--- src/fnpl_ram.sv ---
// Generic single write port RAM with a registered read port.
module fnpl_ram #(
  parameter int WIDTH = 32,
  parameter int DEPTH = 64
) (
  input  logic                                 clk,
  input  logic                                 wr_en,
  input  logic [(DEPTH > 1 ? $clog2(DEPTH) : 1)-1:0] wr_addr,
  input  logic [WIDTH-1:0]                     wr_data,
  input  logic                                 rd_en,
  input  logic [(DEPTH > 1 ? $clog2(DEPTH) : 1)-1:0] rd_addr,
  output logic [WIDTH-1:0]                     rd_data
);

  logic [WIDTH-1:0] mem [DEPTH];

  always_ff @(posedge clk) begin
    if (wr_en) begin
      mem[wr_addr] <= wr_data;
    end
    if (rd_en) begin
      rd_data <= mem[rd_addr];
    end
  end

endmodule

--- config.mk ---
export PLATFORM = sky130hd
export DESIGN_NAME = fnpl_ram
export DESIGN_NICKNAME = d
export VERILOG_FILES = /design/src/fnpl_ram.sv
export SDC_FILE = /design/constraint.sdc
export NUM_CORES = 2
export LEC_CHECK = 0
export BUFFER_PORTS_ARGS = -buffer_cell sky130_fd_sc_hd__buf_2
export CORE_ASPECT_RATIO = 0.9
export CORE_MARGIN = 2
export CORE_UTILIZATION = 60
export DETAILED_ROUTE_END_ITERATION = 8
export GPL_TIMING_DRIVEN = 0
export HOLD_SLACK_MARGIN = 0.12
export MAX_ROUTING_LAYER = met4
export PLACE_DENSITY_LB_ADDON = 0.08
export REMOVE_ABC_BUFFERS = 1
export SYNTH_ARGS = -nofsm -noshare
export SYNTH_HDL_FRONTEND = slang
export SYNTH_SLANG_ARGS = --single-unit
--- constraint.sdc ---
create_clock -name clk -period 6.3 [get_ports clk]
set_clock_uncertainty 0.15 [all_clocks]
set_input_delay 0.63 -clock clk [delete_from_list [all_inputs] [get_ports clk]]
set_output_delay 0.63 -clock clk [all_outputs]
set_load 0.01 [all_outputs]
==> Word level (Yosys, flattened, before mapping) <==
Memories as Yosys holds them, arrays and structs flattened. A register that Yosys moved wholly into a read port is not among the register bits.
Cells that the tools add are included.
Widths: inputs -> output; s select.
{ "op_classes": {"mul": 0, "div": 0, "reduce_logical": 0, "n_lt_le_gt_ge": 0, "bitwise": 0, "eq_ne": 0, "n_shift": 0, "addsub": 0, "n_mux": 2} }
{ "op_table": {"columns": ["operator", "count"], "rows": [
  ["$mux 1", 2]
]} }
{ "word_totals": {"mem_bits_rw": 2048, "rom_bits": 0, "in_bits": 47, "out_inout_bits": 32, "mem_count": 1, "regBits": 0, "latch_bits": 0} }
{ "mem_list": {"columns": ["memory", "depth", "word_bits", "rd", "rd_clocked_by_memory_dff", "write_ports", "line_no", "source"], "rows": [
  ["mem", 64, 32, 1, 1, 1, "15", "logic [WIDTH-1:0] mem [DEPTH];"]
]} }

==> Depth between registers and ports, before layout <==
{ "logic_depth": {"ltp_word": 2, "mapped_depth": 10} }

==> Least setup slack after synthesis <==
Ideal clock, no wire load.
{ "synth_timing": {"path_type": "input port to flip-flop", "startpoint": "in wr_addr[3] (netlist name)", "endpoint": "mem mem[48][0] (enable)", "t_arrival_ns": 3.329, "setup_ns": 0.461, "required_time_ns": 5.689, "cell_stages": 4, "path_slack_ns": 2.360, "cell_sequence": "clkbuf_1 -> nor2b_1 -> nand4b_1 -> nor3_1"} }
{ "synth_lines": {"columns": ["element", "line_no", "source"], "rows": [
  ["start, declared", "8", "input logic [(DEPTH > 1 ? $clog2(DEPTH) : 1)-1:0] wr_addr,"],
  ["end, declared", "15", null]
]} }
Straight into the memory's write port.

==> metrics.cfg <==
[outcome]
outcome=finished, violations left
failed_checks=capacitance limit, slew limit

[setup_path]
end_kind=flop
cp.required_ns=6.68
worstSetupPathType=input pin to flop
arrival_ns=4.69
cp_max_fo=74
cp-start-kind=input pin

[timing]
finalCritPeriodShare_pct=68.4
timing.hold.ws_ns=0.249
fin_crit_ns=4.31
relSlewSlack_pct=-1.19
rsz0062_at_grt=false
final_hold_viol_count=0
fmax_mhz=232
setup_viol=0
layout_setup_ws_ns=1.99
drv_slew=19
tightest_slew_ns=1.52

[finish]
nets=3553
final_area_um2=88900
layout_commonest_cell=edfxtp_1
drive_above_1_share_pct=28.2
final_cell_mix=edfxtp_1 (2080), mux4_2 (544), clkbuf_16 (204), mux2i_1 (93), o22ai_1 (84)
area_growth_pct=12.8
finalNonFillerCells=5395

[drt]
antenna_left=0
first_iter_violations=4460
via_count=36500
drc_errors=0
drt-total-wl_mm=189
vias_per_cell=6.76
firstDrtPassIters=7
post_drt_wl_per_cell_um=35.0

[clocking]
hold_buffers=0
cts.sinks=2080
clockBufferDepth=3
postCtsSetupRepairBufs=0
cts_resized=0
clkSlewWorstSetupHoldPaths_ns=0.06
tritoncts=yes
cts_made_buffers=196
insertion_delay_ns=0.82
cts-root-buf=clkbuf_16
h-tree-depth=4

[grt]
gr-usage-all-layers_pct=29.7
met1_usage_pct=39.1
grt_pass1_wl_mm=267
met3_usage_pct=8.18
top_usage_layer=met2
antenna_found_initial=12
grt-ovfl-total=0
met2_usage_pct=45.4
grt_max_degree=91
grt_pass1_vias=36800

[power]
vdd_drop_max_mv=0.269
leakage_nw=27.4
power_density_nw_per_um2=314
finalPower_mw=27.9

[synthesis]
synth_area_leader_cell=edfxtp_1
syn_area_um2=78800
synth-edff-count=2080
synth_top_cell_area_share_pct=79.2
yosys_warnings=0
syn_inst=3324
syn_avg_cell_area_um2=23.7
ys_seq_elements=2080
synth_area_leaders=edfxtp_1 (79%), mux4_2 (16%), mux2i_1 (1.2%), o22ai_1 (0.67%), nor2_1 (0.65%)
ys_types=33
ys.flop_type=edfxtp_1
yosysSeqAreaShare_pct=79.2
async_flop_share_pct=0

[floorplanning]
fp.dieH_um=348
rows=126
fp.dieW_um=386
coreArea_um2=131000
fp.dieArea_um2=134000
num_io_pins=79
start_util_pct=60.3

[place]
gp_congestion=0.935
place_area_um2=82900
place_ws_ns=1.22
dp.cells=5036
dp_hpwl_mm=111
portBuffers=78

[flow_run]
cap_violations=1

[hold_path]
hold_class=input pin to flop

per-layer routing:
layer  wire length [um]  vias up
met2              91800     1967
met4               7040        0
met3              19600      356
met1              70400    19400
li1                   -    14700
met5                  0        -
metrics by stage:
| stage | utilization (%) | setup TNS (ns) |
|---|---|---|
| detailed placement | 63.4 | 0 |
| finish | 68.0 | 0 |
| CTS | 68.0 | 0 |
| global placement | 61.6 | -425.62 |
| global route | 68.0 | 0 |
| floorplan | - | 0 |
registers in the layout, indices dropped and copies added, names as in the netlist:
name and count:
mem 2048, rd_data 32
logic make-up after synthesis:
logic type	after synthesis	synth area share, %
compound gates	202	1.67
buf+inv	182	1.12
flops	2080	79.2
mux	637	16.7
simple gates	223	1.26
worst paths after layout:
check / cells after the start / slack, ns / end / startpoint
setup / recovery: 9 / 1.99 / rd_data[13]$_DFFE_PP_ / rd_addr[0]
hold / removal: 2 / 0.25 / mem[49][10]$_DFFE_PP_ / wr_addr[1]
setup reg to reg: 4 / 3.19 / rd_data[5]$_DFFE_PP_ / mem[38][5]$_DFFE_PP_
hold reg to reg: 4 / 0.70 / rd_data[17]$_DFFE_PP_ / mem[28][17]$_DFFE_PP_
layout make-up:
type	count	area, um2
diodes	13	32.5
clock buffers	254	5290
clock inverters	92	653
fillers	7753	41800
multi-input cells	1062	16000
flip-flops and latches	2080	62500
well taps	1728	2160
repair buffers	166	2320
critical path: stages:
cell and delay (ns):
buf_8 0.27, buf_16 0.39, buf_16 0.35, buf_16 0.41
buf_16 0.38, mux4_2 0.56, mux4_2 0.53, o22ai_1 0.76
nor2_1 0.11
Yosys cell counts (7+ instances only):
| cell type | n |
|---|---|
| nor2b_1 | 15 |
| o221ai_1 | 27 |
| nor2_1 | 137 |
| o22ai_1 | 84 |
| a311oi_1 | 8 |
| nor3_1 | 7 |
| buf_4 | 25 |
| buf_1 | 21 |
| buf_2 | 57 |
| a22oi_1 | 12 |
| clkbuf_1 | 74 |
| mux4_2 | 544 |
| a21oi_1 | 62 |
| nand2b_1 | 8 |
| edfxtp_1 | 2080 |
| nand2_1 | 26 |
| mux2i_1 | 93 |
report_power, final:
part / total (mW) / internal [mW] / leakage, nW / switching, mW
Clock: 11.1 / 6.23 / 2.90 / 4.84
Combinational: 1.42 / 0.504 / 5.80 / 0.920
Sequential: 15.4 / 15.4 / 18.7 / 0.0305
Total: 27.9 / 22.1 / 27.4 / 5.79
No activity file was read; power rests on OpenSTA's default activity.
