<file path="src/fnpl_pkg.sv">
// Shared types, widths and constants of the filterbank noise, PCAN and log channel core.
package fnpl_pkg;

  // Channel count and table depths
  localparam int CHANNELS         = 40;
  localparam int GAIN_TABLE_DEPTH = 132;
  localparam int LOG_TABLE_DEPTH  = 130;
  localparam int CH_AW = (CHANNELS > 1) ? $clog2(CHANNELS) : 1;
  localparam int GT_AW = $clog2(GAIN_TABLE_DEPTH);
  localparam int LT_AW = $clog2(LOG_TABLE_DEPTH);

  // Field widths
  localparam int ENERGY_W = 53;
  localparam int ROOT_W   = 28;

  // Serial multiplier widths: signed multiplicand, unsigned multiplier, signed product
  localparam int MA_W = 34;
  localparam int MB_W = 32;
  localparam int MP_W = 66;

  // Arithmetic constants
  localparam int LOG_E_SCALE = 45426;
  localparam int LOG_RND     = 32768;
  localparam int GAIN_RND    = 16384;
  localparam int SHRINK_KNEE = 8192;
  localparam int SHRINK_OFF  = 64;

  // Input actions
  localparam logic [1:0] ACT_PROC  = 2'd0;
  localparam logic [1:0] ACT_GAIN  = 2'd1;
  localparam logic [1:0] ACT_LOG   = 2'd2;
  localparam logic [1:0] ACT_CLEAR = 2'd3;

  // Configuration register indexes
  localparam logic [1:0] CFG_EVEN_SMOOTH = 2'd0;
  localparam logic [1:0] CFG_ODD_SMOOTH  = 2'd1;
  localparam logic [1:0] CFG_MIN_SIGNAL  = 2'd2;

  typedef struct packed {
    logic [1:0]         action;
    logic [5:0]         channel;
    logic [52:0]        energy;
    logic [3:0]         norm_shift;
    logic [7:0]         table_index;
    logic signed [31:0] table_word;
  } in_t;

  typedef struct packed {
    logic [15:0] feature;
    logic [5:0]  feature_channel;
  } out_t;

  // Request to the serial multiplier
  typedef struct packed {
    logic                   start;
    logic signed [MA_W-1:0] a;
    logic [MB_W-1:0]        b;
    logic signed [MP_W-1:0] init;
  } mul_req_t;

endpackage

</file>
<file path="src/fnpl_smul.sv">
// Bit-serial shift-add multiplier: signed multiplicand, unsigned multiplier, added start value.
module fnpl_smul (
  input  logic                             clk,
  input  logic                             rst_n,
  input  fnpl_pkg::mul_req_t               req,
  output logic                             busy,
  output logic signed [fnpl_pkg::MP_W-1:0] prod
);

  logic                             busy_r, busy_nxt;
  logic signed [fnpl_pkg::MP_W-1:0] a_r, a_nxt;
  logic [fnpl_pkg::MB_W-1:0]        b_r, b_nxt;
  logic signed [fnpl_pkg::MP_W-1:0] acc_r, acc_nxt;

  // One multiplier bit per cycle; stops once the remaining bits are zero
  always_comb begin
    busy_nxt = busy_r;
    a_nxt    = a_r;
    b_nxt    = b_r;
    acc_nxt  = acc_r;
    if (req.start) begin
      busy_nxt = 1'b1;
      a_nxt    = fnpl_pkg::MP_W'(req.a);
      b_nxt    = req.b;
      acc_nxt  = req.init;
    end else if (busy_r) begin
      if (b_r == '0) begin
        busy_nxt = 1'b0;
      end else begin
        if (b_r[0]) begin
          acc_nxt = acc_r + a_r;
        end
        a_nxt = a_r <<< 1;
        b_nxt = b_r >> 1;
      end
    end
  end

  always_ff @(posedge clk) begin
    if (!rst_n) begin
      busy_r <= 1'b0;
    end else begin
      busy_r <= busy_nxt;
    end
    a_r   <= a_nxt;
    b_r   <= b_nxt;
    acc_r <= acc_nxt;
  end

  assign busy = busy_r;
  assign prod = acc_r;

endmodule

</file>
<file path="config.mk">
export PLATFORM = sky130hd
export DESIGN_NAME = fnpl_smul
export DESIGN_NICKNAME = d
export VERILOG_FILES = /design/src/fnpl_pkg.sv /design/src/fnpl_smul.sv
export SDC_FILE = /design/constraint.sdc
export NUM_CORES = 1
export LEC_CHECK = 0
export BUFFER_PORTS_ARGS = -buffer_cell sky130_fd_sc_hd__buf_2
export CAP_MARGIN = 20
export CORE_MARGIN = 5
export CORE_UTILIZATION = 50
export DETAILED_ROUTE_END_ITERATION = 10
export PLACE_DENSITY = 0.76
export SYNTH_ARGS = -nofsm -noshare
export SYNTH_HDL_FRONTEND = slang
export SYNTH_SLANG_ARGS = --single-unit
</file>
<file path="constraint.sdc">
create_clock -name clk -period 4.83 [get_ports clk]
set_input_delay 0.483 -clock clk [delete_from_list [all_inputs] [get_ports clk]]
set_output_delay 0.483 -clock clk [all_outputs]
set_load 0.01 [all_outputs]
</file>
# After elaboration in Yosys (flattened, before gate mapping)
# Cells that the tools add are included.
[classes] reduce_logical=5 shift=0 n_eq_ne=1 muxes=13 div=0 n_mul=0 addsub=1 n_bitwise=0 order_cmp=0
[op_table] cell="66-bit 2-to-1 mux" count=7
[op_table] cell="32-bit 2-to-1 mux" count=3
[op_table] cell="66-bit adder" count=1
[op_table] cell="32-bit zero test" count=1
[op_table] cell="2-bit nonzero test" count=2
[op_table] cell="1-bit 2-to-1 mux" count=3
[op_table] cell="3-bit AND reduction" count=1
[op_table] cell="2-bit inequality test, second input constant" count=1
[op_table] cell="2-bit AND reduction" count=1
[totals] reg_bits=165 mem_bits_rw=0 elab_cells=24 memories=0 output_inout_bits=67 rom_bits=0 latchBits=0

# Longest topological paths before layout
# Gate-level depths: netlist (run 1).
[logic_depth] ltp_word=5 depth_mapped=12

# Least setup slack after synthesis (run 1)
# Ideal clock, no wire load.
[synth_path] path_kind="input to register" from="input port req[132] (netlist bit)" to="register acc_r (netlist bit prod[0]) (enable)" slack_ps=-314 stages=5 t_required_ps=4401 arrival_ps=4716 setup_ps=429 cell_sequence="clkbuf_8 inv_1 clkbuf_1 nand2_1 o21a_1"
[synth_between] elab_chain_len=2
[synth_lines] element="start: declaration" line="fnpl_smul.sv:5" rtl="input fnpl_pkg::mul_req_t req,"
[synth_lines] element="2-bit inequality test (no source line) / 2-bit nonzero test (equally long branches)"
[synth_lines] element="3-bit AND reduction (no source line) (*)"
[synth_lines] element="end signal: assignment" line="fnpl_smul.sv:47" rtl="acc_r <= acc_nxt;"
[synth_lines] element="end: declaration" line="fnpl_smul.sv:13" rtl="logic signed [fnpl_pkg::MP_W-1:0] acc_r, acc_nxt;"
# Every way passes the cells marked *; elsewhere a longest branch is shown, timed or not.
# A chain may end at the register's enable or synchronous reset.

# Worst setup path after layout (run 1)
[layout_path] from="register acc_r (netlist bit prod[0])" to="register acc_r (netlist bit prod[58]), data pin"
[layout_between] elab_chain_len=5
[layout_lines] element="66-bit adder" line="fnpl_smul.sv:31" rtl="acc_nxt = acc_r + a_r;"
[layout_lines] element="66-bit 2-to-1 mux" line="fnpl_smul.sv:30" rtl="if (b_r[0]) begin"
[layout_lines] element="66-bit 2-to-1 mux" line="fnpl_smul.sv:27" rtl="if (b_r == '0) begin"
[layout_lines] element="66-bit 2-to-1 mux" line="fnpl_smul.sv:26" rtl="end else if (busy_r) begin"
[layout_lines] element="66-bit 2-to-1 mux" line="fnpl_smul.sv:21" rtl="if (req.start) begin"
[layout_lines] element="named net acc_nxt (one bit)" line="fnpl_smul.sv:13"
# The timed path passes the listed nets, and every way through them passes these cells. The select of a mux whose other input is x is not followed.

==> results.py, run 1 <==
metrics = {
    "global_routing": {
        "antenna_found_initial": 2,
        "grt_max_degree": 92,
        "grt.overflow.total": 0,
        "grtUsageTotal": 0.219,
        "grt_pass1_wl_microns": 43500,
        "first_global_vias": 8548,
    },
    "job": {
        "maxCapViolations": 0,
    },
    "floorplanning": {
        "die-area_sq_um": 24700,
        "start_util": 0.511,
        "io_pins": 202,
        "core-area_sq_um": 21200,
        "die_h_microns": 157,
        "die_x_microns": 157,
        "rows": 53,
    },
    "finish": {
        "final_cell_mix": "200 x buf_2, 164 x edfxtp_1, 126 x o21ai_0",
        "multi_input_area_sq_um": 5420,
        "fillCellCount": 1820,
        "seq_area_sq_um": 4940,
        "nets": 1413,
        "stdcell_count": 1501,
        "area_growth_pct": 15.9,
        "layout-drive-gt1-share": 0.273,
        "mostFrequentLayoutCell": "buf_2",
    },
    "power": {
        "p_leak_nw": 5.17,
        "power_frac_seq": 0.360,
        "comb_power_share": 0.389,
        "p_int_mw": 3.55,
        "power_mw": 5.59,
        "power_density_nw_per_um2": 446,
        "peakVddDrop_mv": 0.252,
        "clock_power_share": 0.250,
        "p_sw_mw": 2.04,
        "swShare": 0.365,
    },
    "timing": {
        "worst_slack_ns": 1.32,
        "fin_crit_ns": 3.51,
        "fmax_mhz": 285,
        "setup_viol": 0,
        "worstMarginPinSlew_ns": 1.01,
        "fin_skew_ns": 0.0128,
        "finalHoldWorstSlack_ns": 0.255,
        "rsz0062_at_grt": "no",
        "finalMaxSlewViolations": 0,
        "fin_crit_sh": 0.728,
        "slew-limit-headroom": 0.325,
        "hold_viol": 0,
        "fin_setup_tns_ns": 0,
    },
    "clock_tree": {
        "clk_pin_slew_worst_paths_ns": 0.07,
        "clk_latency_ns": 0.43,
        "cts_root_buffer": "clkbuf_16",
        "cts_tree": "yes",
        "clock_sinks": 165,
        "post_cts_resized": 0,
        "cts_buffers": 17,
        "cts.path.max_buffers": 2,
        "cts.htree.levels": 4,
        "post_cts_buffers": 0,
        "hold_buffers": 0,
    },
    "setup_path": {
        "critPathKind": "reg2reg",
        "crit_required_ns": 4.99,
        "cp.arrival_ns": 3.67,
        "startpoint": "prod[0]",
        "rr_startpoint": "prod[0]",
        "startpoint_type": "flop",
        "reg2regPathDepth": 12,
        "endpoint": "prod[58]",
        "r2r_slack_ns": 1.32,
        "worstPathMaxFanout": 5,
        "rr_endpoint": "prod[58]",
        "cp-end-kind": "flop",
    },
    "placed_design": {
        "dp_hpwl_microns": 20300,
        "port-buffer-count": 201,
        "gp_congestion": 0.891,
        "pre_cts_ws_ns": 1.30,
        "dp_cells": 1467,
    },
    "yosys": {
        "synth-edff-count": 164,
        "netlist_area_sq_um": 10800,
        "yosysSeqAreaShare": 0.457,
        "ys_types": 75,
        "synth_top_area_cell": "edfxtp_1",
        "synthArstFlopShare": 0,
        "synth_top_area_share": 0.455,
        "syn-num-nets": 1243,
        "ys.flop_type": "edfxtp_1",
        "ys_warn_count": 0,
        "syn_inst": 1042,
        "netlist_top_cells_area": "edfxtp_1 46%, ha_1 7.5%, mux2_2 6.9%",
        "avgSynthCellArea_sq_um": 10.4,
        "synth-seq-cells": 165,
    },
    "routing": {
        "drt-vias-per-instance": 5.78,
        "via_count": 8683,
        "wire_per_inst_microns": 18.3,
        "drcViolationCount": 0,
        "drt_first_pass_iters": 5,
        "postRouteAntennaNets": 0,
        "wl_microns": 27400,
        "first_iter_violations": 629,
    },
    "status": {
        "status": "completed",
    },
    "worst_hold_path": {
        "hp-class": "in2reg",
    },
}
==> cell usage after synthesis (all sizes together), types with 9 or more instances <==
master / number
edfxtp: 164
o21ai: 131
nand2: 113
a21oi: 83
mux2: 66
ha: 65
inv: 49
clkbuf: 41
xnor2: 33
a21o: 32
nor2: 32
xor2: 23
nand3: 21
nand4: 20
nor4: 17
buf: 11
a31oi: 10
nor2b: 10
nor3: 10
o21a: 10
o21bai: 10
and3: 9
==> cell type report <==
cell class / count / share of cell area
repair buffers: 205 / 0.0841
flip-flops and latches: 165 / 0.394
clock inverters: 14 / 0.0133
well taps: 275 / 0.0274
inverters: 49 / 0.0147
multi-input cells: 774 / 0.432
clock buffers: 18 / 0.0342
diodes: 1 / 0.000200
==> routing by layer <==
layer	GRT usage	part of all wire
met3	0.0500	0.081
met2	0.361	0.47
met5	0	0.00040
met4	0.0500	0.012
met1	0.299	0.44
==> state kept, by name (all words and copies together) (netlist names) <==
| signal | flops |
|---|---|
| busy | 1 |
| a_r | 66 |
| prod | 66 |
| b_r | 32 |
==> power by group through the flow <==
| stage | registers (mW) | clock network [mW] | logic [mW] |
|---|---|---|---|
| final | 2.01 | 1.40 | 2.18 |
| after CTS | 2.01 | 1.42 | 2.17 |
| after detailed placement | 2.04 | 0 | 2.15 |
| after floorplan | 2.06 | 0 | 1.56 |
| after global routing | 2.04 | 1.48 | 2.42 |
| after global placement | 2.04 | 0 | 2.12 |
==> worst min path at each step <==
stage | from | endpoint | slack, ns | cells after the start
after floorplan | b_r[14] | b_r[13] | 0.55 | 1
after global placement | b_r[31] | b_r[30] | 0.56 | 1
after detailed placement | b_r[31] | b_r[30] | 0.57 | 1
after CTS | rst_n | busy | 0.24 | 2
after global routing | rst_n | busy | 0.25 | 2
final | rst_n | busy | 0.25 | 2
==> per-stage QoR <==
step,util,instance area [sq um]
floorplan,-,10800
global placement,0.564,11900
detailed placement,0.564,11900
CTS,0.592,12500
global route,0.593,12500
finish,0.593,12500
==> kinds of logic (layout without fill, tap and decap cells) <==
family                     count (synthesis)  in the layout  synth area share
muxes                                     72             72            0.0743
and+or+nand+nor                          261            261             0.119
AOI/OAI and AO/OA                        319            319             0.183
DFF                                      165            165             0.457
xor gates and xnor gates                  56             56            0.0453
adders and majority gates                 66             66            0.0770
other                                      0              1                 0
buffers and inverters                    103            286            0.0436
==> worst max-delay path, stage by stage, from the launching register on <==
cell	delay [ns]
edfxtp_1	0.39
ha_1	0.24
fa_1	0.40
a21o_2	0.26
a221oi_4	0.29
o211a_4	0.24
nor4b_4	0.06
a21o_2	0.24
a21bo_2	0.24
a211oi_4	0.34
o31ai_4	0.15
nor4b_1	0.31
a311oi_1	0.08
Power figures use the tool's default switching activity.
==> run 2: changes to the inputs <==
--- a/config.mk
+++ b/config.mk
@@ -10,7 +10,7 @@
 export CORE_MARGIN = 5
 export CORE_UTILIZATION = 50
 export DETAILED_ROUTE_END_ITERATION = 10
-export PLACE_DENSITY = 0.76
+export PLACE_DENSITY = 0.73
 export SYNTH_ARGS = -nofsm -noshare
 export SYNTH_HDL_FRONTEND = slang
 export SYNTH_SLANG_ARGS = --single-unit
==> constraint.sdc (replaced) <==
create_clock -name clk -period 3.7 [get_ports clk]
set_input_delay 0.37 -clock clk [delete_from_list [all_inputs] [get_ports clk]]
set_output_delay 0.37 -clock clk [all_outputs]
set_load 0.01 [all_outputs]
==> results.py, run 2 (same netlist as run 1, synthesis figures left out) <==
metrics = {
    "status": {
        "status": "completed",
    },
    "floorplanning": {
        "start_util": 0.511,
        "die_x_microns": 157,
        "die_h_microns": 157,
        "rows": 53,
        "core-area_sq_um": 21200,
        "io_pins": 202,
        "die-area_sq_um": 24700,
    },
    "routing": {
        "wire_per_inst_microns": 18.2,
        "first_iter_violations": 584,
        "via_count": 8695,
        "drcViolationCount": 0,
        "postRouteAntennaNets": 0,
        "drt-vias-per-instance": 5.77,
        "wl_microns": 27500,
        "drt_first_pass_iters": 6,
    },
    "timing": {
        "hold_viol": 0,
        "fin_setup_tns_ns": 0,
        "setup_viol": 0,
        "fin_skew_ns": 0.0151,
        "rsz0062_at_grt": "no",
        "finalMaxSlewViolations": 0,
        "slew-limit-headroom": 0.351,
        "worstMarginPinSlew_ns": 0.973,
        "finalHoldWorstSlack_ns": 0.130,
        "fin_crit_ns": 3.52,
        "fin_crit_sh": 0.952,
        "fmax_mhz": 284,
    },
    "global_routing": {
        "grtUsageTotal": 0.222,
        "grt_max_degree": 100,
        "grt.overflow.total": 0,
        "first_global_vias": 8697,
        "antenna_found_initial": 4,
        "grt_pass1_wl_microns": 43800,
    },
    "finish": {
        "final_cell_mix": "200 x buf_2, 164 x edfxtp_1, 126 x o21ai_0",
        "mostFrequentLayoutCell": "buf_2",
        "finalInstanceArea_sq_um": 12600,
        "layout-drive-gt1-share": 0.280,
        "stdcell_count": 1507,
        "area_growth_pct": 16.7,
        "nets": 1420,
        "antennaDiodeCount": 0,
    },
    "worst_hold_path": {
        "hp-class": "in2reg",
        "min_path_cells": 2,
    },
    "setup_path": {
        "cp_slowest_cell": "fa_1",
        "critPathMaxStageDelay_ns": 0.41,
        "startpoint_type": "flop",
        "crit_path_cell_trace": "ha_1 > fa_1 > a21o_2 > a221oi_4 > o211a_4 > nor4b_4 > a21o_2 > a21bo_2 > a211oi_4 > o31ai_4 > nor4b_2 > a311oi_1",
        "cp-end-kind": "flop",
        "cp.arrival_ns": 3.69,
        "reg2regPathDepth": 12,
        "worstPathMaxFanout": 5,
        "crit_top_cell": "a21o_2",
        "critPathKind": "reg2reg",
        "crit_required_ns": 3.86,
    },
    "placed_design": {
        "dp_cells": 1474,
        "dpl_cell_area_sq_um": 12000,
        "port-buffer-count": 201,
        "gp_congestion": 0.876,
        "dp_hpwl_microns": 20300,
    },
    "power": {
        "power_density_nw_per_um2": 579,
        "clock_power_share": 0.247,
        "comb_power_share": 0.394,
        "p_int_mw": 4.55,
        "p_leak_nw": 5.22,
        "swShare": 0.377,
        "power_frac_seq": 0.359,
        "p_sw_mw": 2.75,
        "peakVddDrop_mv": 0.330,
    },
    "job": {
        "maxCapViolations": 0,
    },
    "clock_tree": {
        "cts.htree.levels": 4,
        "hold_buffers": 0,
        "cts.path.max_buffers": 2,
        "cts_root_buffer": "clkbuf_16",
        "cts_tree": "yes",
        "cts_buffers": 17,
        "clk_pin_slew_worst_paths_ns": 0.08,
        "clock_sinks": 165,
        "clk_latency_ns": 0.44,
    },
}
## run 2: changes by cell type in the layout (fill, tap and decap cells not counted), sizes merged
cell      before  now
diode          1    0
inv           56   55
clkbuf        18   17
clkinvlp       5    1
bufinv         2    0
clkinv         0    8
buf          205  212
## run 2: final timing paths
path	startpoint	endpoint	slack (ns)
max	prod[0]	prod[58]	0.18
min	rst_n	busy	0.13
min reg2reg	b_r[2]	b_r[1]	0.59
max reg2reg	prod[0]	prod[58]	0.18
## run 2: per-layer routing
metal | up-vias | track usage | wire length (microns)
li1 | 4261 | - | -
met1 | 4082 | 0.291 | 11900
met2 | 292 | 0.369 | 13000
met3 | 52 | 0.0577 | 1980
met4 | 8 | 0.0561 | 544
met5 | - | 0 | 62
## run 2: metrics by stage
stage               worst slack [ns]  power, mW  utilization
global route                  0.0236       7.75        0.597
finish                         0.176       7.30        0.597
global placement               0.291       5.45        0.567
floorplan                      0.103       4.72            -
detailed placement             0.161       5.50        0.567
CTS                            0.159       7.31        0.596
## run 2: power by group through the flow
stage	sequential, mW	combinational (mW)	clock, mW
floorplan	2.69	2.03	0
global placement	2.65	2.80	0
finish	2.62	2.88	1.80
detailed placement	2.66	2.84	0
CTS	2.62	2.86	1.83
global route	2.65	3.19	1.91
## run 2: critical path: cells and delay by family, from the launching register on
| kind | cells | cell delay [ns] |
|---|---|---|
| AO/OA/AOI/OAI | 8 | 1.86 |
| adder cells (fa/ha/maj) | 2 | 0.65 |
| flip-flops | 1 | 0.39 |
| AND/OR/NAND/NOR | 2 | 0.35 |
## run 2: repair_timing
item | 4_1_cts | 5_1_grt
buffers inserted | 0 | 1
endpoints found under the setup margin | 0 | 2
resized for setup | 0 | 2
## run 2: cell type report
| class | count | area [sq um] |
|---|---|---|
| clock buffers | 17 | 425 |
| flip-flops and latches | 165 | 4940 |
| fillers | 1821 | 8530 |
| well taps | 275 | 344 |
| clock inverters | 15 | 178 |
| inverters | 49 | 184 |
| repair buffers | 212 | 1120 |
| multi-input cells | 774 | 5430 |
==> run 3: changes to the inputs <==
--- a/config.mk
+++ b/config.mk
@@ -10,6 +10,7 @@
 export CORE_MARGIN = 5
 export CORE_UTILIZATION = 50
 export DETAILED_ROUTE_END_ITERATION = 10
+export GPL_TIMING_DRIVEN = 0
 export PLACE_DENSITY = 0.73
 export SYNTH_ARGS = -nofsm -noshare
 export SYNTH_HDL_FRONTEND = slang
==> results.py, run 3 (same netlist as run 1, synthesis figures left out) <==
metrics = {
    "status": {
        "status": "completed",
    },
    "finish": {
        "nets": 1467,
        "layout-drive-gt1-share": 0.278,
        "mostFrequentLayoutCell": "buf_2",
        "final_cell_mix": "206 x buf_2, 164 x edfxtp_1, 126 x o21ai_0",
        "antennaDiodeCount": 0,
        "area_growth_pct": 19.0,
        "finalInstanceArea_sq_um": 12900,
    },
    "routing": {
        "drcViolationCount": 0,
        "postRouteAntennaNets": 0,
        "drt_first_pass_iters": 5,
        "wl_microns": 29600,
        "first_iter_violations": 717,
        "drt-vias-per-instance": 5.81,
        "wire_per_inst_microns": 19.0,
        "via_count": 9029,
    },
    "clock_tree": {
        "clk_pin_slew_worst_paths_ns": 0.08,
        "clk_latency_ns": 0.44,
        "cts_root_buffer": "clkbuf_16",
        "cts_tree": "yes",
        "clock_sinks": 165,
        "cts.path.max_buffers": 2,
        "hold_buffers": 0,
        "cts.htree.levels": 4,
        "cts_buffers": 17,
    },
    "timing": {
        "worstMarginPinSlew_ns": 1.02,
        "fin_crit_sh": 0.967,
        "slew-limit-headroom": 0.318,
        "fin_skew_ns": 0.0180,
        "worst_slack_ns": 0.122,
        "setup_viol": 0,
        "fin_crit_ns": 3.58,
        "hold_viol": 0,
        "finalMaxSlewViolations": 0,
        "fin_setup_tns_ns": 0,
        "rsz0062_at_grt": "yes",
        "fmax_mhz": 279,
    },
    "floorplanning": {
        "die-area_sq_um": 24700,
        "die_h_microns": 157,
        "io_pins": 202,
        "die_x_microns": 157,
        "start_util": 0.511,
        "rows": 53,
        "core-area_sq_um": 21200,
    },
    "setup_path": {
        "startpoint_type": "flop",
        "crit_family": "compound AO/OA/AOI/OAI gates",
        "critPathMaxStageDelay_ns": 0.41,
        "crit_required_ns": 3.86,
        "crit_path_cell_trace": "ha_1 > fa_1 > a21o_2 > a221oi_4 > o211a_4 > nor4b_4 > a21o_2 > a21bo_2 > a211oi_4 > o31ai_4 > nor4b_2 > a311oi_1",
        "cp_slowest_cell": "fa_1",
        "crit_top_cell": "a21o_2",
        "worstPathMaxFanout": 5,
        "r2r_slack_ns": 0.12,
        "cp-end-kind": "flop",
        "rr_endpoint": "prod[58]",
        "path_depth": 12,
        "endpoint": "prod[58]",
        "cp.arrival_ns": 3.74,
        "startpoint": "prod[0]",
        "reg2regPathDepth": 12,
        "path_buf_inv": 0,
        "rr_startpoint": "prod[0]",
        "critPathKind": "reg2reg",
    },
    "worst_hold_path": {
        "hp-class": "in2reg",
    },
    "power": {
        "peakVddDrop_mv": 0.315,
        "power_mw": 7.38,
        "power_density_nw_per_um2": 573,
        "p_leak_nw": 5.34,
    },
    "global_routing": {
        "grtUsageTotal": 0.235,
        "first_global_vias": 9013,
        "grt_max_degree": 66,
        "antenna_found_initial": 6,
        "grt_pass1_wl_microns": 45800,
        "grt.overflow.total": 0,
    },
    "placed_design": {
        "pre_cts_ws_ns": 0.0111,
        "port-buffer-count": 200,
        "dp_hpwl_microns": 22300,
        "gp_congestion": 0.910,
        "dpl_cell_area_sq_um": 12200,
    },
    "job": {
        "maxCapViolations": 0,
    },
}
==> run 3: cell count changes in the layout (fill, tap and decap cells not counted), sizes merged <==
cell | before | now
clkinvlp | 1 | 0
inv | 55 | 59
clkbuf | 17 | 58
clkinv | 8 | 5
buf | 212 | 216
dlygate4sd3 | 0 | 2
==> run 3: worst min-delay path by stage <==
stage | slack [ns] | endpoint | start | cells after the start
5_1_grt | 0.11 | busy | rst_n | 2
3_5_place_dp | 0.57 | b_r[16] | b_r[17] | 1
6_report | 0.12 | busy | rst_n | 2
4_1_cts | 0.11 | busy | rst_n | 2
2_1_floorplan | 0.49 | busy | rst_n | 1
3_3_place_gp | 0.56 | b_r[1] | b_r[2] | 1
==> run 3: area by class of cell <==
cell class                 count  area (sq um)
fill                        1847          8280
multi-input combinational    774          5430
sequential                   165          4940
timing repair buffer         205          1080
clock buffer                  17           425
tap                          275           344
buffer                        54           288
inverter                      49           184
clock inverter                15           171
==> run 3: per-layer routing <==
layer  wire length (microns)  global-route usage  vias to the layer above
met2                   14000               0.390                      342
li1                        -                   -                     4339
met4                     688              0.0754                       12
met1                   12500               0.306                     4270
met3                    2260              0.0558                       66
met5                      74                   0                        -
==> run 3: metrics by stage <==
step | util | hold WS, ns | cells
2_1_floorplan | - | 0.492 | 1042
3_3_place_gp | 0.575 | 0.563 | 1517
3_5_place_dp | 0.578 | 0.569 | 1519
4_1_cts | 0.607 | 0.115 | 1551
5_1_grt | 0.608 | 0.107 | 1554
6_report | 0.608 | 0.124 | 1554
==> run 3: worst reg2reg max path: stages (launching register included) <==
cell and delay [ns]:
edfxtp_1 0.40, ha_1 0.24, fa_1 0.41, a21o_2 0.26
a221oi_4 0.29, o211a_4 0.25, nor4b_4 0.07, a21o_2 0.25
a21bo_2 0.26, a211oi_4 0.36, o31ai_4 0.16, nor4b_2 0.27
a311oi_1 0.09
==> run 3: power breakdown <==
| group | internal, mW | total (mW) | switching, mW |
|---|---|---|---|
| sequential | 2.45 | 2.63 | 0.184 |
| combinational | 1.23 | 2.94 | 1.71 |
| clock | 0.919 | 1.81 | 0.893 |
==> run 3: what timing repair did <==
item | in CTS | in global routing
endpoints found under the setup margin | 1 | 4
gates resized for setup | 1 | 3
buffers inserted | 0 | 3
pin swaps | 0 | 2
